--- src/rtl/assert_macros.svh ---
// ----------------------------------------------------------------------------
// Assertion macros
// Shared concurrent assertion wrappers for the telemetry batch parser.
// ----------------------------------------------------------------------------
`ifndef ASSERT_MACROS_SVH
`define ASSERT_MACROS_SVH

// Check an implication on every rising edge outside reset.
`define TBP_ASSERT(lbl, clk, rst_n, prop, msg) \
    lbl: assert property (@(posedge clk) disable iff (!rst_n) prop) else $error(msg);

// Check an implication on every rising edge, reset included.
`define TBP_ASSERT_ALWAYS(lbl, clk, prop, msg) \
    lbl: assert property (@(posedge clk) prop) else $error(msg);

`endif

--- src/rtl/tbp_pkg.sv ---
// ----------------------------------------------------------------------------
// tbp_pkg
// Types, codes and the encoding size table of the telemetry batch parser.
// ----------------------------------------------------------------------------
package tbp_pkg;

    localparam int MAX_SAMPLES_DEF = 64;

    localparam logic [1:0] KIND_HEADER = 2'd0;
    localparam logic [1:0] KIND_SAMPLE = 2'd1;
    localparam logic [1:0] KIND_ERROR  = 2'd2;

    localparam logic [1:0] ERR_TOO_SHORT = 2'd0;
    localparam logic [1:0] ERR_BAD_COUNT = 2'd1;
    localparam logic [1:0] ERR_BAD_ENC   = 2'd2;
    localparam logic [1:0] ERR_TRUNCATED = 2'd3;

    localparam logic [2:0] HDR_LAST_POS  = 3'd5;
    localparam logic [2:0] HDR_COUNT_POS = 3'd4;
    localparam logic [2:0] SMP_ENC_POS   = 3'd3;

    typedef struct packed {
        logic [7:0] data_byte;
        logic       end_of_payload;
    } t_in;

    typedef struct packed {
        logic [1:0]  kind;
        logic [31:0] base_timestamp;
        logic [7:0]  batch_flags;
        logic [6:0]  sample_count;
        logic [7:0]  channel;
        logic [15:0] delta_ms;
        logic [2:0]  encoding;
        logic [31:0] value_bits;
        logic [2:0]  value_length;
        logic [5:0]  sample_number;
        logic        final_sample;
        logic [1:0]  error_code;
    } t_out;

    function automatic logic [2:0] enc_size(input logic [2:0] enc);
        logic [2:0] sz;
        case (enc)
            3'd0:    sz = 3'd1;
            3'd1:    sz = 3'd1;
            3'd2:    sz = 3'd2;
            3'd3:    sz = 3'd2;
            3'd4:    sz = 3'd4;
            3'd5:    sz = 3'd4;
            3'd6:    sz = 3'd4;
            default: sz = 3'd1;
        endcase
        return sz;
    endfunction

endpackage

--- src/rtl/telemetry_batch_parser_top.sv ---
// ----------------------------------------------------------------------------
// telemetry_batch_parser_top
// Parses a byte-serial telemetry batch: header, samples and error results.
// ----------------------------------------------------------------------------
//  channel  direction  payload  handshake
//  input    in         t_in     i_valid / o_stall
//  output   out        t_out    o_valid / i_stall
//
//  One byte per cycle while o_stall is low; its results land in a three-entry
//  result queue on the edge that takes the byte, and leave it one per cycle
//  while i_stall is low. A byte gives at most two results; the queue takes
//  a byte while it holds at most one result, so a byte with two results
//  stalls the input even when the output does not stall; otherwise bytes
//  flow every cycle. Synchronous active-low reset returns the parser to
//  the header phase and empties the queue.
// ----------------------------------------------------------------------------
`include "assert_macros.svh"

module telemetry_batch_parser_top #(
    parameter int MAX_SAMPLES = tbp_pkg::MAX_SAMPLES_DEF
) (
    input  logic          i_clk,
    input  logic          i_rst_n,
    input  logic          i_valid,
    output logic          o_stall,
    input  tbp_pkg::t_in  i_data,
    output logic          o_valid,
    input  logic          i_stall,
    output tbp_pkg::t_out o_data
);
    import tbp_pkg::*;

    localparam logic [7:0] MaxCount = 8'(MAX_SAMPLES);

    typedef enum logic [2:0] {
        PH_HEADER  = 3'b001,
        PH_SAMPLES = 3'b010,
        PH_DONE    = 3'b100
    } t_phase;

    t_phase      r_phase,    n_phase;
    logic [2:0]  r_pos,      n_pos;
    logic [7:0]  r_count_a,  n_count_a;
    logic [7:0]  r_seen,     n_seen;
    logic [31:0] r_ts,       n_ts;
    logic [7:0]  r_flags,    n_flags;
    logic [7:0]  r_chan,     n_chan;
    logic [15:0] r_delta,    n_delta;
    logic [2:0]  r_enc,      n_enc;
    logic [31:0] r_value,    n_value;

    t_out        r_q [3];
    t_out        n_q [3];
    logic [1:0]  r_qcnt,     n_qcnt;

    logic        in_xfer;
    logic        out_xfer;
    t_out        res_a;
    t_out        res_b;
    logic [1:0]  nres;
    logic [1:0]  base;
    logic        last;
    logic [2:0]  vcnt;

    function automatic t_out mk_error(input logic [1:0] code);
        t_out r;
        r            = '0;
        r.kind       = KIND_ERROR;
        r.error_code = code;
        return r;
    endfunction

    assign in_xfer  = i_valid && !o_stall;
    assign out_xfer = o_valid && !i_stall;
    assign o_stall  = (r_qcnt > 2'd1);
    assign o_valid  = (r_qcnt != 2'd0);
    assign o_data   = r_q[0];

    always_comb begin
        n_phase   = r_phase;
        n_pos     = r_pos;
        n_count_a = r_count_a;
        n_seen    = r_seen;
        n_ts      = r_ts;
        n_flags   = r_flags;
        n_chan    = r_chan;
        n_delta   = r_delta;
        n_enc     = r_enc;
        n_value   = r_value;
        res_a     = '0;
        res_b     = '0;
        nres      = 2'd0;
        last      = 1'b0;
        vcnt      = 3'(r_pos - SMP_ENC_POS);
        if (in_xfer) begin
            case (r_phase)
                PH_HEADER: begin
                    if (r_pos < HDR_COUNT_POS) begin
                        n_ts = r_ts | ({24'd0, i_data.data_byte} << {r_pos[1:0], 3'b000});
                    end else if (r_pos == HDR_COUNT_POS) begin
                        n_count_a = i_data.data_byte;
                    end else begin
                        n_flags = i_data.data_byte;
                    end
                    if (r_pos >= HDR_LAST_POS) begin
                        if (r_count_a == 8'd0 || r_count_a > MaxCount) begin
                            res_a   = mk_error(ERR_BAD_COUNT);
                            nres    = 2'd1;
                            n_phase = PH_DONE;
                        end else begin
                            res_a.kind           = KIND_HEADER;
                            res_a.base_timestamp = r_ts;
                            res_a.batch_flags    = i_data.data_byte;
                            res_a.sample_count   = r_count_a[6:0];
                            nres    = 2'd1;
                            n_phase = PH_SAMPLES;
                            n_pos   = 3'd0;
                            n_seen  = 8'd0;
                            if (i_data.end_of_payload) begin
                                res_b = mk_error(ERR_TRUNCATED);
                                nres  = 2'd2;
                            end
                        end
                    end else begin
                        n_pos = r_pos + 3'd1;
                        if (i_data.end_of_payload) begin
                            res_a = mk_error(ERR_TOO_SHORT);
                            nres  = 2'd1;
                        end
                    end
                end
                PH_SAMPLES: begin
                    if (r_pos == 3'd0) begin
                        n_chan = i_data.data_byte;
                        n_pos  = r_pos + 3'd1;
                    end else if (r_pos == 3'd1) begin
                        n_delta = {8'd0, i_data.data_byte};
                        n_pos   = r_pos + 3'd1;
                    end else if (r_pos == 3'd2) begin
                        n_delta = r_delta | {i_data.data_byte, 8'd0};
                        n_pos   = r_pos + 3'd1;
                    end else if (r_pos == SMP_ENC_POS) begin
                        if (i_data.data_byte >= 8'd8) begin
                            res_a   = mk_error(ERR_BAD_ENC);
                            nres    = 2'd1;
                            n_phase = PH_DONE;
                        end else begin
                            n_enc   = i_data.data_byte[2:0];
                            n_value = 32'd0;
                            n_pos   = r_pos + 3'd1;
                        end
                    end else begin
                        n_value = r_value
                                | ({24'd0, i_data.data_byte} << {r_pos[1:0], 3'b000});
                        if (vcnt >= enc_size(r_enc)) begin
                            last                 = (8'(r_seen + 8'd1) == r_count_a);
                            res_a.kind           = KIND_SAMPLE;
                            res_a.sample_count   = r_count_a[6:0];
                            res_a.channel        = r_chan;
                            res_a.delta_ms       = r_delta;
                            res_a.encoding       = r_enc;
                            res_a.value_bits     = n_value;
                            res_a.value_length   = enc_size(r_enc);
                            res_a.sample_number  = r_seen[5:0];
                            res_a.final_sample   = last;
                            nres   = 2'd1;
                            n_seen = r_seen + 8'd1;
                            n_pos  = 3'd0;
                            if (last) begin
                                n_phase = PH_DONE;
                            end
                        end else begin
                            n_pos = r_pos + 3'd1;
                        end
                    end
                    if (i_data.end_of_payload && n_phase == PH_SAMPLES) begin
                        if (nres == 2'd0) begin
                            res_a = mk_error(ERR_TRUNCATED);
                        end else begin
                            res_b = mk_error(ERR_TRUNCATED);
                        end
                        nres = nres + 2'd1;
                    end
                end
                PH_DONE: begin
                end
                default: begin
                    n_phase = PH_HEADER;
                end
            endcase
            if (i_data.end_of_payload) begin
                n_phase   = PH_HEADER;
                n_pos     = 3'd0;
                n_count_a = 8'd0;
                n_seen    = 8'd0;
                n_ts      = 32'd0;
                n_flags   = 8'd0;
                n_chan    = 8'd0;
                n_delta   = 16'd0;
                n_enc     = 3'd0;
                n_value   = 32'd0;
            end
        end
    end

    always_comb begin
        base = r_qcnt - {1'b0, out_xfer};
        for (int k = 0; k < 3; k++) begin
            n_q[k] = r_q[k];
            if (out_xfer && k < 2) begin
                n_q[k] = r_q[k + 1];
            end
            if (nres != 2'd0 && 2'(k) == base) begin
                n_q[k] = res_a;
            end
            if (nres == 2'd2 && 2'(k) == 2'(base + 2'd1)) begin
                n_q[k] = res_b;
            end
        end
        n_qcnt = base + nres;
    end

    always_ff @(posedge i_clk) begin
        if (!i_rst_n) begin
            r_phase   <= PH_HEADER;
            r_pos     <= 3'd0;
            r_count_a <= 8'd0;
            r_seen    <= 8'd0;
            r_ts      <= 32'd0;
            r_flags   <= 8'd0;
            r_chan    <= 8'd0;
            r_delta   <= 16'd0;
            r_enc     <= 3'd0;
            r_value   <= 32'd0;
            r_qcnt    <= 2'd0;
        end else begin
            r_phase   <= n_phase;
            r_pos     <= n_pos;
            r_count_a <= n_count_a;
            r_seen    <= n_seen;
            r_ts      <= n_ts;
            r_flags   <= n_flags;
            r_chan    <= n_chan;
            r_delta   <= n_delta;
            r_enc     <= n_enc;
            r_value   <= n_value;
            r_qcnt    <= n_qcnt;
        end
    end

    always_ff @(posedge i_clk) begin
        r_q <= n_q;
    end

    `TBP_ASSERT(a_queue_bound, i_clk, i_rst_n, r_qcnt != 2'd3 || !in_xfer, "transfer into full result queue")
    `TBP_ASSERT(a_eop_restart, i_clk, i_rst_n, in_xfer && i_data.end_of_payload |=> r_phase == PH_HEADER && r_pos == 3'd0, "end of payload did not restart header phase")
    `TBP_ASSERT(a_done_silent, i_clk, i_rst_n, in_xfer && r_phase == PH_DONE |=> r_qcnt <= $past(r_qcnt), "ignored byte produced a result")
    `TBP_ASSERT(a_sample_len, i_clk, i_rst_n, o_valid && o_data.kind == KIND_SAMPLE |-> o_data.value_length != 3'd0, "sample result without value length")

endmodule

--- config.mk ---
export PLATFORM = sky130hd
export DESIGN_NAME = telemetry_batch_parser_top
export DESIGN_NICKNAME = d
export VERILOG_FILES = /design/src/rtl/tbp_pkg.sv /design/src/rtl/telemetry_batch_parser_top.sv
export VERILOG_INCLUDE_DIRS = /design/src /design/src/rtl
export SDC_FILE = /design/constraint.sdc
export NUM_CORES = 1
export LEC_CHECK = 0
export ABC_AREA = 1
export BUFFER_PORTS_ARGS = -buffer_cell sky130_fd_sc_hd__buf_4
export CORE_ASPECT_RATIO = 0.5
export CORE_MARGIN = 8
export CORE_UTILIZATION = 55
export CTS_BUF_LIST = sky130_fd_sc_hd__clkbuf_8
export CTS_CLUSTER_SIZE = 10
export DETAILED_ROUTE_END_ITERATION = 16
export GPL_TIMING_DRIVEN = 0
export PLACE_DENSITY = 0.83
export SLEW_MARGIN = 20
export SYNTH_ARGS = -nofsm -noshare
export SYNTH_HDL_FRONTEND = slang
export SYNTH_SLANG_ARGS = --single-unit
--- constraint.sdc ---
create_clock -name i_clk -period 9.4 [get_ports i_clk]
set_input_delay 0.94 -clock i_clk [delete_from_list [all_inputs] [get_ports i_clk]]
set_output_delay 0.94 -clock i_clk [all_outputs]
set_load 0.01 [all_outputs]
# Yosys cells after proc, flatten, opt, wreduce, memory -nomap -nowiden
# Index checks and enable logic that the tools add are counted.
[op_classes]
addsub = 7
magnitude_cmp = 6
eq_ne = 35
shift = 1
n_mux = 115
n_bitwise = 3
reduce_logical = 41
[ops]
columns = ["operator", "count"]
rows = [
  ["2-to-1 mux 120 bit", 23],
  ["case mux 120 bit (2 select lines)", 2],
  ["2-to-1 mux 32 bit", 10],
  ["2-to-1 mux 76 bit", 2],
  ["2-to-1 mux 8 bit", 15],
  ["2-to-1 mux 3 bit", 34],
  ["2-to-1 mux 16 bit", 5],
  ["bitwise OR 32 bit", 2],
  ["2-to-1 mux 49 bit", 1],
  ["2-to-1 mux 40 bit", 1],
  ["<< shifter 8 x 5 -> 32 bit", 1],
  ["2-to-1 mux 2 bit", 13],
  ["!= test 3 bit (second input constant)", 8],
  ["== test 3 x 2 -> 1 bit (second input constant)", 6],
  ["nonzero test 2 bit", 9],
  ["bitwise OR 16 bit", 1],
  ["case mux 8 bit (2 select lines)", 1],
  ["== test 3 bit (second input constant)", 5],
  ["!= test 2 bit (second input constant)", 6],
  ["case mux 3 bit (2 select lines)", 2],
  ["AND reduction 4 bit", 3],
  ["nonzero test 3 bit", 4],
  ["logical AND 1 bit", 9],
  ["case mux 3 bit (3 select lines)", 1],
  ["other kinds (32)", 44],
]
[totals]
ff_bits = 475
in_bits = 13

# Logic depth before layout (Yosys ltp)
# Gate-level depths: netlist of the first run.
[logic_depth]
depth_word = 26
ltp_mapped = 26

# Least setup slack after synthesis of the first run
# OpenSTA, ideal clock, no wires.
[synth_timing]
path_type = "reg2reg"
from = "register r_pos[0]"
to = "register r_q[120] in the netlist's numbering (enable)"
setup_ns = 1.361
arrival_time_ns = 5.960
slack_ns = 2.079
stages_incl_launch_ff = 23
cell_sequence = "dfxtp_1 > clkinv_1 > clkbuf_1 > ha_1 > ha_1 > nand3b_1 > nand3_1 > nand2_1 > inv_1 > nand2_1 > nor2_1 > nand3_1 > nand2_1 > nor2_1 > ha_1 > nor2_2 > a21oi_4 > nand2_4 > nor2_4 > inv_2 > buf_6 > buf_2 > nand3_1"
[synth_via]
elab_chain_cells = 17
[synth_rtl]
columns = ["element", "line_no", "source"]
rows = [
  ["start, declared", "telemetry_batch_parser_top.sv:42", "logic [2:0] r_pos, n_pos;"],
  ["start signal, assigned", "telemetry_batch_parser_top.sv:238", "r_pos <= n_pos;"],
  ["branches (longest 12 deep; another with subtractor 3 x 2 -> 3 bit)", "n/a", ""],
  ["case mux 2 bit (2 select lines) (*)", "telemetry_batch_parser_top.sv:96", "case (r_phase)"],
  ["2-to-1 mux 2 bit (*)", "telemetry_batch_parser_top.sv:95", "if (in_xfer) begin"],
  ["== test 2 bit or nonzero test 2 bit (tied branches)", "telemetry_batch_parser_top.sv:216, telemetry_batch_parser_top.sv:213", ""],
  ["logical AND 1 bit (on tied branches)", "telemetry_batch_parser_top.sv:216, telemetry_batch_parser_top.sv:213", ""],
  ["nonzero test 3 bit (no source line) (*)", "n/a", ""],
  ["end signal, assigned", "telemetry_batch_parser_top.sv:252", "r_q <= n_q;"],
  ["end, declared", "telemetry_batch_parser_top.sv:52", "t_out r_q [3];"],
]
# Every way passes the cells marked *. The select of a mux whose other input is x is not followed.
# A chain may end at the register's enable or synchronous reset.

# Worst setup path in the final report of the first run
[layout_timing]
from = "register r_pos[0]"
to = "register r_q[178] in the netlist's numbering (enable)"
# Same word-level chain as after synthesis.

==> flow_summary.toml, run 1 <==
[run_status]
status = "finished clean"

[clock_network]
postCtsSetupBuffers = 0
cts_sinks = 475
h-tree-depth = 3
hold_buffers = 0
clock_path_buffers = 3
clk_pin_slew_worst_paths_ns = 0.07
cts_tree = "yes"
cts_made_buffers = 69
clk_latency_ns = 0.64
ctsResizeCount = 0
clockRootBuffer = "clkbuf_8"

[worst_hold_path]
hold_depth = 2
min_path_type = "register to register"
hold_path_end = "r_value[10]"
hold_start = "r_value[10]"

[floorplanning]
start_util_pct = 55.4
placementRows = 53
io_pins = 135
chipHeight_um = 161
core_area_sq_mm = 0.0418
die_x_um = 306
die-area_sq_mm = 0.0493

[setup_path]
worstPathMaxFanout = 43
crit_path_end_kind = "register"
r2r_setup_slack_ns = 3.51
arrival_ns = 6.21
reg2reg_to = "r_q[178]"
criticalPathCategory = "register to register"
ff2ff_path_depth = 23
r2r-start = "r_pos[0]"
startpoint_type = "register"
critPathRequiredTime_ns = 9.72

[synth]
synth.top_cell.area_share_pct = 46.7
yosys.cell_types.count = 39
synth-adder-area-share_pct = 0.702
ys_seq_area_share_pct = 56.6
synth-async-reset-ratio_pct = 0
synth_edf_count = 360
netlist_top_cells_count = "nand2_1 (735), nor2_1 (535), edfxtp_1 (360), inv_1 (211), a21oi_1 (136)"
syn_inst = 2705
synth_nets = 2731
synth_most_common_cell = "nand2_1"
synth_area_leaders = "edfxtp_1 (47%), nand2_1 (12%), dfxtp_1 (9.9%)"
yosysWarnings = 0
netlist_area_sq_mm = 0.0232
synth_xor_area_share_pct = 0.0378
muxShareOfSynthArea_pct = 0
synthSimpleGateAreaFrac_pct = 26.3
synth_ff_type = "edfxtp_1"
syn_avg_cell_area_sq_um = 8.56
yosysTopAreaCell = "edfxtp_1"
synth_compound_area_share_pct = 4.87
synth_top_family_by_area = "simple AND/OR/NAND/NOR gates"
ys_seq_elements = 475

[power]
p_sw_w = 0.00286
sw_frac_of_total_pct = 36.0
pwr-share-clk_pct = 21.1
ir_drop_mv = 0.145
combPwrFrac_pct = 37.9
internal-power_w = 0.00509
p_total_w = 0.00796
p_seq_share_pct = 41.0
powerDensity_mw_per_mm2 = 301
leakagePower_nw = 12.0

[timing]
finalSetupViolations = 0
fmax_mhz = 170
fin_crit_ns = 5.89
tns_ns = 0
relSlewSlack_pct = 28.2
finalMaxSlewViolations = 0
worstMarginPinSlew_ns = 1.07
finalHoldViolCount = 0
rsz0062_at_grt = "no"
fin_crit_sh_pct = 62.7
fin_skew_ns = 0.0256

[cells_and_area]
seq_area_sq_mm = 0.0131
drive_gt1_share_pct = 17.2
n_fill_cell = 3394
multi_input_comb_area_sq_mm = 0.00742
area_growth_pct = 14.0
nets = 2941
finalInstanceArea_sq_mm = 0.0264

[route]
wl_per_cell_um = 18.4
drt_wl_total_mm = 64.7
remaining_drc_errors = 0
dr_total_vias = 19000
dr.pass1.iters = 6
drt_iter0_drc = 2378
postRouteAntennaNets = 0
via_per_inst = 5.41

[global_routing]
grt_first_pass_wirelength_mm = 99.2
antenna_found_initial = 3
grt_usage_pct = 25.5
grt.overflow.total = 0
grt_max_degree = 55
grt_pass1_vias = 17800

[placed_design]
portBuffers = 132
gp_congestion = 0.995
placed_area_sq_mm = 0.0250
hpwl_mm = 46.5

[run]
cap_violations = 0
[power by group through the flow]
stage	Clock, W	Sequential (W)	Combinational (W)
2_1_floorplan	0	0.00335	0.00192
3_3_place_gp	0	0.00346	0.00282
5_1_grt	0.00176	0.00331	0.00329
4_1_cts	0.00167	0.00326	0.00301
3_5_place_dp	0	0.00330	0.00299
6_report	0.00168	0.00327	0.00301
[layer usage]
layer | vias to the layer above | global-route usage (%) | routed length (um)
li1 | 8974 | - | -
met1 | 8812 | 34.9 | 25800
met2 | 1101 | 38.2 | 27800
met3 | 140 | 8.58 | 9250
met4 | 2 | 8.06 | 1780
met5 | - | 0 | 13
[kinds of logic (layout without fill, tap and decap cells)]
| logic type | Yosys count | count (layout) |
|---|---|---|
| other cells | 0 | 1 |
| flops | 475 | 475 |
| compound gates | 209 | 209 |
| buf+inv | 515 | 776 |
| fa+ha+maj | 13 | 13 |
| simple gates | 1492 | 1492 |
| xor+xnor | 1 | 1 |
[critical path, cell delays in order (launching register included)]
cell and delay, ns:
dfxtp_1 0.54, clkinv_1 0.30, clkbuf_1 0.32, ha_1 0.39
ha_1 0.30, nand3b_1 0.08, nand3_1 0.08, nand2_1 0.16
inv_1 0.18, nand2_1 0.08, nor2_1 0.08, nand3_1 0.10
nand2_1 0.13, nor2_1 0.08, ha_1 0.30, nor2_2 0.16
a21oi_4 0.06, nand2_4 0.10, nor2_4 0.06, inv_2 0.28
buf_6 0.25, buf_2 0.38, nand3_4 0.62, buf_16 0.43
[area by class of cell]
class,instances,share of cell area (%)
timing repair buffer,139,4.37
clock buffer,81,4.22
inverter,252,3.59
buffer,263,6.48
antenna,1,0.00948
sequential,475,49.7
clock inverter,41,0.915
tap,550,2.61
multi-input combinational,1715,28.1
[flip-flops by register name, summed over array words and instances, names as in the netlist, 8 cells and up]
signal	count
r_count_a	8
r_value	32
r_ts	32
r_delta	16
o_data	120
r_chan	8
r_seen	8
r_q	240
[placed cells by master, fill, tap and decap left out, drive strengths merged]
master | netlist | routed
nand3b | 2 | 2
a21oi | 139 | 139
xnor2 | 1 | 1
ha | 13 | 13
inv | 249 | 275
o22ai | 2 | 2
nand3 | 118 | 118
clkbuf | 46 | 127
o211ai | 1 | 1
a31oi | 2 | 2
nor2 | 545 | 545
o21bai | 1 | 1
a211oi | 18 | 18
nor3 | 19 | 19
o21ai | 44 | 44
buf | 217 | 356
o31ai | 2 | 2
dfxtp | 115 | 115
edfxtp | 360 | 360
clkinv | 3 | 15
bufinv | 0 | 3
nand2 | 745 | 745
nand4 | 49 | 49
diode | 0 | 1
or2 | 14 | 14
[through the flow]
stage	instances	setup WS (ns)	hold WS, ns	util, %
detailed placement	3394	3.72	0.451	59.9
CTS	3516	3.70	0.462	63.2
floorplan	2705	2.08	0.431	-
global route	3517	3.22	0.487	63.2
global placement	3387	-1.12	0.442	59.4
finish	3517	3.51	0.465	63.2
[worst max path at each step]
stage                  start  slack [ns]       end
finish              r_pos[0]        3.51  r_q[178]
global route        r_pos[0]        3.22  r_q[177]
CTS                 r_pos[0]        3.70  r_q[178]
detailed placement  r_pos[0]        3.72  r_q[137]
global placement    r_pos[0]       -1.12  r_q[137]
floorplan           r_pos[0]        2.08  r_q[120]
No activity file was read; power rests on OpenSTA's default activity.
==> inputs of run 2 (changes only) <==
==> constraint.sdc (replaced) <==
create_clock -name i_clk -period 5.45 [get_ports i_clk]
set_input_delay 0.545 -clock i_clk [delete_from_list [all_inputs] [get_ports i_clk]]
set_output_delay 0.545 -clock i_clk [all_outputs]
set_load 0.01 [all_outputs]
==> run 2 against run 1 <==
Routed wire length is 0.54% higher. Largest cell class unchanged. Hold slack worse by 0.17 ns. Sequential power rose by 72%. Non-clock buffer count shrank 3. Global-route usage rose by 0.12 points. Final cell count grew 0.23%. Maximum frequency grew 15%. Count of clock-buffer cells in the layout grew 7. Clock skew is 0.0050 ns lower. Die area unchanged.
==> flow_summary.toml, run 2 (synthesized netlist as in run 1, its figures left out) <==
[run_status]
status = "finished clean"

[setup_path]
arrival_ns = 5.45
startpoint_type = "register"
criticalPathCategory = "register to register"
crit_path_end_kind = "register"
crit_chain = "buf_1 > inv_2 > ha_1 > ha_1 > nand3b_1 > nand3_1 > nand2_1 > inv_1 > nand2_1 > nor2_1 > nand3_1 > nand2_1 > nor2_1 > ha_1 > nor2_2 > a21oi_4 > nand2_4 > nor2_4 > inv_2 > buf_4 > buf_2 > nand3_4 > buf_16"
r2r-start = "r_pos[1]"
crit_buf_inv = 7
worstSetupStartpoint = "r_pos[1]"
crit_family = "buffers and inverters"
critPathRequiredTime_ns = 5.78
cpPeakStageDelay_ns = 0.44
worstPathMaxFanout = 52
slowest_stage = "dfxtp_1"

[floorplanning]
die-area_sq_mm = 0.0493
core_area_sq_mm = 0.0418
die_x_um = 306
start_util_pct = 55.4
io_pins = 135
chipHeight_um = 161
placementRows = 53

[clock_network]
h-tree-depth = 3
hold_buffers = 0
clk_pin_slew_worst_paths_ns = 0.07
cts_made_buffers = 70
cts_tree = "yes"
clk_latency_ns = 0.63
cts_sinks = 475
clock_path_buffers = 3
clockRootBuffer = "clkbuf_8"

[cells_and_area]
mostFrequentLayoutCells = "nand2_1 (734), nor2_1 (535), edfxtp_1 (360)"
area_growth_pct = 14.4
finalInstanceArea_sq_mm = 0.0265
regMostFlops = "r_q"
final_common_cell = "nand2_1"
nets = 2942
drive_gt1_share_pct = 17.5
finalNonFillerCells = 3525
largest_reg_flops = 240
n_fill_cell = 3395

[global_routing]
antenna_found_initial = 1
grt_max_degree = 86
grt_pass1_vias = 17900
grt_first_pass_wirelength_mm = 99.2
grt_usage_pct = 25.6
grt.overflow.total = 0

[route]
remaining_drc_errors = 0
drt_wl_total_mm = 65.1
drt_iter0_drc = 2604
dr.pass1.iters = 7
dr_total_vias = 19000
postRouteAntennaNets = 0
wl_per_cell_um = 18.5
via_per_inst = 5.39

[timing]
fin_crit_ns = 5.12
relSlewSlack_pct = 19.1
rsz0062_at_grt = "no"
tns_ns = 0
hold_ws_ns = 0.293
finalMaxSlewViolations = 0
fin_skew_ns = 0.0206
finalHoldViolCount = 0
fmax_mhz = 195
worstMarginPinSlew_ns = 1.21
finalSetupViolations = 0
fin_crit_sh_pct = 93.9

[run]
cap_violations = 0

[placed_design]
gp_congestion = 0.982
placed_area_sq_mm = 0.0250
hpwl_mm = 46.4
portBuffers = 132
placed_cells_incl_taps = 3392

[worst_hold_path]
hold_start = "i_data[6]"
min_path_type = "input port to register"

[power]
p_total_w = 0.0138
ir_drop_mv = 0.320
leakagePower_nw = 12.0
powerDensity_mw_per_mm2 = 522
## run 2: changes by cell type in the layout (fill, tap and decap cells not counted), sizes merged
| cell | previous run | this run |
|---|---|---|
| clkbuf | 127 | 134 |
| nand3 | 118 | 121 |
| inv | 275 | 272 |
| buf | 356 | 353 |
| diode | 1 | 2 |
| bufinv | 3 | 2 |
| clkinvlp | 0 | 1 |
| clkinv | 15 | 18 |
## run 2: timing repair
item / 4_1_cts / 5_1_grt
pin swaps: 1 / 2
gates cloned: 1 / 2
buffers inserted: 0 / 0
gates resized for setup: 0 / 2
setup endpoints to repair: 79 / 222
## run 2: metal layers
layer | wire (um) | part of all wire [%] | global-route usage [%]
met3 | 8560 | 13 | 7.87
met1 | 26400 | 41 | 35.3
met2 | 28100 | 43 | 38.2
met4 | 1960 | 3.0 | 8.98
met5 | 0 | 0 | 0
## run 2: power breakdown
part	internal [W]	total (W)	leakage, nW	switching [W]
registers	0.00531	0.00564	4.34	0.000334
logic	0.00198	0.00521	6.88	0.00323
clock network	0.00156	0.00296	0.821	0.00141
total	0.00884	0.0138	12.0	0.00497
## run 2: worst paths after layout
check,slack (ns),cells past startpoint,to
worst max register to register,0.33,23,o_data[35]
worst min register to register,0.46,2,r_ts[29]
worst max-delay path,0.33,23,o_data[35]
worst min-delay path,0.29,3,r_delta[13]
## run 2: metrics by stage
| stage | utilization [%] | setup WS, ns |
|---|---|---|
| 4_1_cts | 63.3 | 0.0209 |
| 5_1_grt | 63.4 | 0.106 |
| 3_3_place_gp | 59.5 | -1.10 |
| 2_1_floorplan | - | 0.447 |
| 3_5_place_dp | 59.9 | -0.265 |
| 6_report | 63.4 | 0.331 |
## run 2: worst reg2reg max path, delay by kind of cell, from the launching register on
| family | cells | cell delay [ns] |
|---|---|---|
| AOI/OAI and AO/OA | 1 | 0.06 |
| buffers and inverters | 7 | 1.89 |
| and+or+nand+nor | 12 | 1.41 |
| adders and majority gates | 3 | 0.96 |
| DFF | 1 | 0.44 |
## run 2: area by class of cell
type	count	area [sq um]	area share, %
Inverter	252	947	3.58
Sequential cell	475	13100	49.5
Antenna cell	2	5.00	0.0189
Timing Repair Buffer	137	1120	4.23
Clock buffer	88	1210	4.57
Multi-Input combinational cell	1718	7460	28.2
Clock inverter	41	226	0.855
Tap cell	550	688	2.60
Buffer	262	1710	6.44
